File: src/rtl/slwl_pkg.sv
// shared types, sizes and codes for the per-source sliding window limiter
// no dependencies; every other file depends on this package
package slwl_pkg;

    localparam int SOURCES   = 64;
    localparam int LOG_DEPTH = 16;

    localparam int SLOT_W    = (SOURCES > 1) ? $clog2(SOURCES) : 1;
    localparam int SCAN_W    = $clog2(SOURCES + 1);
    localparam int PTR_W     = (LOG_DEPTH > 1) ? $clog2(LOG_DEPTH) : 1;
    localparam int CNT_W     = $clog2(LOG_DEPTH + 1);
    localparam int TADDR_W   = (SOURCES * LOG_DEPTH > 1) ? $clog2(SOURCES * LOG_DEPTH) : 1;
    localparam int MAXREQ_W  = 5;
    localparam int LIM_W     = (CNT_W > MAXREQ_W) ? CNT_W : MAXREQ_W;
    localparam int TIME_W    = 32;
    localparam int ADDR_W    = 64;
    localparam int CFG_IDX_W = 2;

    localparam logic [1:0] ACT_REQUEST   = 2'd0;
    localparam logic [1:0] ACT_CLEAR_ONE = 2'd1;
    localparam logic [1:0] ACT_CLEAR_ALL = 2'd2;

    localparam logic [CFG_IDX_W-1:0] REG_MAX_REQUESTS = CFG_IDX_W'(0);
    localparam logic [CFG_IDX_W-1:0] REG_WINDOW_TICKS = CFG_IDX_W'(1);

    localparam logic [MAXREQ_W-1:0] MAX_REQUESTS_RESET = MAXREQ_W'(16);
    localparam logic [TIME_W-1:0]   WINDOW_TICKS_RESET = TIME_W'(60);

    typedef enum logic [1:0] {
        OP_REQUEST,
        OP_CLEAR_ONE,
        OP_CLEAR_ALL,
        OP_NOP
    } op_t;

    typedef struct packed {
        logic [1:0]        action;
        logic [ADDR_W-1:0] source_addr_hi;
        logic [ADDR_W-1:0] source_addr_lo;
        logic [TIME_W-1:0] now_ticks;
    } req_t;

    typedef struct packed {
        logic              allowed;
        logic [4:0]        request_count;
        logic [TIME_W-1:0] ticks_until_reset;
        logic              table_full;
    } rsp_t;

    typedef struct packed {
        logic [CFG_IDX_W-1:0] index;
        logic [TIME_W-1:0]    data;
    } cfg_t;

    typedef struct packed {
        op_t                 op;
        logic [2*ADDR_W-1:0] key;
        logic [TIME_W-1:0]   now;
    } job_t;

    function automatic logic [TADDR_W-1:0] time_addr(input logic [SLOT_W-1:0] slot,
                                                     input logic [PTR_W-1:0] ptr);
        return TADDR_W'(32'(slot) * LOG_DEPTH + 32'(ptr));
    endfunction

    function automatic logic [PTR_W-1:0] ptr_inc(input logic [PTR_W-1:0] ptr);
        return (32'(ptr) == LOG_DEPTH - 1) ? '0 : PTR_W'(32'(ptr) + 1);
    endfunction

endpackage

File: src/rtl/slwl_queue.sv
// two-entry job queue between the front stage and the engine
// depends on slwl_pkg
module slwl_queue (
    input  logic            clk,
    input  logic            rst_n,
    input  logic            push_valid,
    output logic            push_ready,
    input  slwl_pkg::job_t  push_data,
    output logic            pop_valid,
    input  logic            pop_ready,
    output slwl_pkg::job_t  pop_data
);
    import slwl_pkg::*;

    job_t       mem_reg [2];
    logic       wr_ptr_reg;
    logic       rd_ptr_reg;
    logic [1:0] fill_reg;
    logic       do_push;
    logic       do_pop;

    assign push_ready = (fill_reg != 2'd2);
    assign pop_valid  = (fill_reg != 2'd0);
    assign pop_data   = mem_reg[rd_ptr_reg];
    assign do_push    = push_valid && push_ready;
    assign do_pop     = pop_valid && pop_ready;

    always_ff @(posedge clk or negedge rst_n)
    begin
        if (!rst_n)
        begin
            wr_ptr_reg <= 1'b0;
            rd_ptr_reg <= 1'b0;
            fill_reg   <= 2'd0;
        end
        else
        begin
            if (do_push)
            begin
                wr_ptr_reg <= !wr_ptr_reg;
            end
            if (do_pop)
            begin
                rd_ptr_reg <= !rd_ptr_reg;
            end
            if (do_push && !do_pop)
            begin
                fill_reg <= fill_reg + 2'd1;
            end
            else if (do_pop && !do_push)
            begin
                fill_reg <= fill_reg - 2'd1;
            end
        end
    end

    always_ff @(posedge clk)
    begin
        if (do_push)
        begin
            mem_reg[wr_ptr_reg] <= push_data;
        end
    end

endmodule

File: config.mk
export PLATFORM = sky130hd
export DESIGN_NAME = slwl_queue
export DESIGN_NICKNAME = d
export VERILOG_FILES = /design/src/rtl/slwl_pkg.sv /design/src/rtl/slwl_queue.sv
export SDC_FILE = /design/constraint.sdc
export NUM_CORES = 1
export LEC_CHECK = 0
export BUFFER_PORTS_ARGS = -buffer_cell sky130_fd_sc_hd__buf_2
export CAP_MARGIN = 0
export CORE_MARGIN = 1.5
export CORE_UTILIZATION = 35
export CTS_BUF_LIST = sky130_fd_sc_hd__clkbuf_16
export CTS_CLUSTER_SIZE = 12
export DETAILED_ROUTE_END_ITERATION = 10
export GPL_ROUTABILITY_DRIVEN = 0
export GPL_TIMING_DRIVEN = 0
export SYNTH_ARGS = -nofsm -noshare
export SYNTH_HDL_FRONTEND = slang
export SYNTH_SLANG_ARGS = --single-unit
export TNS_END_PERCENT = 30
File: constraint.sdc
create_clock -name clk -period 7.3 [get_ports clk]
set_clock_uncertainty 0.05 [all_clocks]
set_input_delay 1.095 -clock clk [delete_from_list [all_inputs] [get_ports clk]]
set_output_delay 1.095 -clock clk [all_outputs]
set_load 0.01 [all_outputs]
==> flow_summary.yaml <==
worst_setup_path:
  rrSetupSlack_ns: 4.91
  path_cells: "buf_6 -> buf_6 -> buf_6 -> mux2_4 -> buf_2"
  critical_path_depth: 5
  setup.worst_path.start_class: "register"
  slowest_stage: "dfrtp_1"
  startpoint: "rd_ptr_reg$_DFFE_PN0P_"
  cp.arrival_ns: 1.90
  reg2reg_depth: 6
  cp_top_family: "buffers and inverters"
  endpoint: "pop_data[92]"
  crit_type: "register to output pin"
  required_ns: 6.15
  rr_endpoint: "mem_reg[0][108]$_DFFE_PP_"
  cpMostUsedCell: "buf_6"
  cp_max_fo: 10
  endpoint_kind: "output pin"
  crit_buf_inv: 4
  crit_path_max_incr_delay_ns: 0.34
  r2r-start: "fill_reg[0]$_DFFE_PN0P_"
min_path:
  hold_path_class: "input pin to asynchronous set/reset pin"
clock_tree:
  clockBufferDepth: 3
  htree_num_levels: 2
  cts.clk_slew.worst_paths_ns: 0.06
  cts_buffers: 36
  post_cts_resized: 0
  cts_hold_buf: 0
  clk_latency_ns: 0.52
  clock-root-buffer: "clkbuf_16"
  cts.sinks: 328
  cts_setup_buffers: 0
  cts_tree: "yes"
route:
  drt-initial-drc-count: 223
  drc: 0
  drt-pass1-iter-count: 4
  ant_nets: 0
  wl_per_cell_um: 17.6
  wl_um: 24200
  routed-via-count: 6086
  via_per_inst: 4.42
sta:
  tightestPinTransition_ns: 0.829
  hold_ws_ns: 0.311
  finalCritPeriodShare: 0.417
  setup_slack_ns: 4.25
  finalHoldViolCount: 0
  slew_violations: 0
  fin_tns_setup_ns: 0
  fmaxAchievable_mhz: 328
  setup_viol: 0
  finalCriticalPeriod_ns: 3.05
  max_slew_margin: 0.447
  rsz0062_at_grt: "false"
grt:
  grt_use_total: 0.133
  grt_pass1_wl_um: 36100
  grt_max_degree: 58
  grt-ovfl-total: 0
  antenna_found_initial: 2
  first_global_vias: 6491
yosys:
  syn_nets: 689
  netlist_instances: 522
  syn_area_per_cell_um2: 23.3
  seq_area_frac_synth: 0.809
  synth_area_um2: 12200
  ys_types: 15
  yosysWarnings: 0
  synth-seq-cells: 328
layout:
  nets: 1065
  layout-drive-gt1-share: 0.613
  largest_reg_flops: 324
  nFillCells: 3022
  area_growth_pct: 28.8
pwr:
  power_leakage_nw: 6.06
  clockPowerShare: 0.256
  ir_worst_vdd_v: 0.000215
  power_frac_comb: 0.323
  p_sw_w: 0.00181
  power_w: 0.00631
  seq_power_share: 0.421
  p_per_area_nw_per_um2: 403
  swShare: 0.287
  p_int_w: 0.00450
placement:
  io_buffers: 329
  dp.final_hpwl_um: 16600
  post-place-ws_ns: 4.27
floorplan:
  start_util: 0.354
  core_um2: 34400
  dieArea_um2: 35900
  row_count: 68
  die_x_um: 189
  die_h_um: 189
  ios: 330
outcome:
  outcome: "finished, final reports clean"
job:
  drv_cap: 0
per-layer routing:
| metal | global-route usage | up-vias | routed length, um |
|---|---|---|---|
| met1 | 0.159 | 2975 | 9700 |
| li1 | - | 2836 | - |
| met3 | 0.0434 | 47 | 1850 |
| met5 | 0 | - | 0 |
| met4 | 0.0611 | 0 | 734 |
| met2 | 0.219 | 228 | 11900 |
how the worst min path moves through the flow:
stage	end	slack [ns]	start
6_report	fill_reg[1]$_DFFE_PN0P_	0.31	rst_n
2_1_floorplan	fill_reg[1]$_DFFE_PN0P_	0.41	fill_reg[1]$_DFFE_PN0P_
3_3_place_gp	fill_reg[1]$_DFFE_PN0P_	0.44	fill_reg[1]$_DFFE_PN0P_
3_5_place_dp	fill_reg[1]$_DFFE_PN0P_	0.45	fill_reg[1]$_DFFE_PN0P_
4_1_cts	fill_reg[1]$_DFFE_PN0P_	0.28	rst_n
5_1_grt	fill_reg[1]$_DFFE_PN0P_	0.29	rst_n
synth_stat cells:
library cell,count,share of area
and3_1,1,0.00051
buf_2,9,0.0037
buf_6,9,0.0083
dfrtp_1,4,0.0082
edfxtp_1,324,0.80
ha_1,1,0.0010
inv_1,1,0.00031
mux2_2,92,0.085
mux2_4,70,0.086
nand2_1,2,0.00062
nand2b_1,1,0.00051
nor2_1,2,0.00062
or2_2,1,0.00051
xnor2_1,3,0.0022
xor2_1,2,0.0014
worst register-to-register path, cell delays in order (launching register included):
cell and delay [ns]:
dfrtp_1 0.40, nand2b_1 0.18, nand2_1 0.15, nor2_4 0.62, buf_12 0.27, buf_16 0.18
buf_12 0.21
placed cells by master (no fill, tap or decap), types with 5 or more instances in the layout:
cell,instances
clkbuf_16,37
edfxtp_1,324
mux2_2,92
clkinv_1,8
inv_1,10
buf_2,338
buf_6,9
buf_16,5
mux2_4,70
area by class of cell:
class | count | area, um2 | share of cell area
repair buffers | 338 | 1860 | 0.119
inverters | 1 | 3.75 | 0.000240
diodes | 1 | 2.50 | 0.000160
clock inverters | 23 | 121 | 0.00775
plain buffers | 18 | 146 | 0.00935
flip-flops and latches | 328 | 9830 | 0.628
clock buffers | 37 | 926 | 0.0592
multi-input cells | 175 | 2190 | 0.140
well taps | 455 | 569 | 0.0364
logic make-up after synthesis:
kind of cell | after synthesis | synth area share
adder cells (fa/ha/maj) | 1 | 0.00103
buffers and inverters | 19 | 0.0124
AND/OR/NAND/NOR | 7 | 0.00278
XOR/XNOR | 5 | 0.00360
flip-flops | 328 | 0.809
multiplexers | 162 | 0.172
power groups by stage:
stage	registers [W]	logic [W]	clock network, W
after floorplan	0.00275	0.00127	0
after global routing	0.00270	0.00220	0.00174
final	0.00266	0.00204	0.00162
after CTS	0.00266	0.00210	0.00167
after global placement	0.00282	0.00199	0
after detailed placement	0.00270	0.00209	0
metrics by stage:
stage | cell area (um2) | instances | util
floorplan | 12200 | 522 | -
global placement | 14400 | 1306 | 0.418
detailed placement | 14600 | 1315 | 0.425
CTS | 15700 | 1375 | 0.455
global route | 15700 | 1375 | 0.455
finish | 15700 | 1376 | 0.455
No activity file was read; power rests on OpenSTA's default activity.
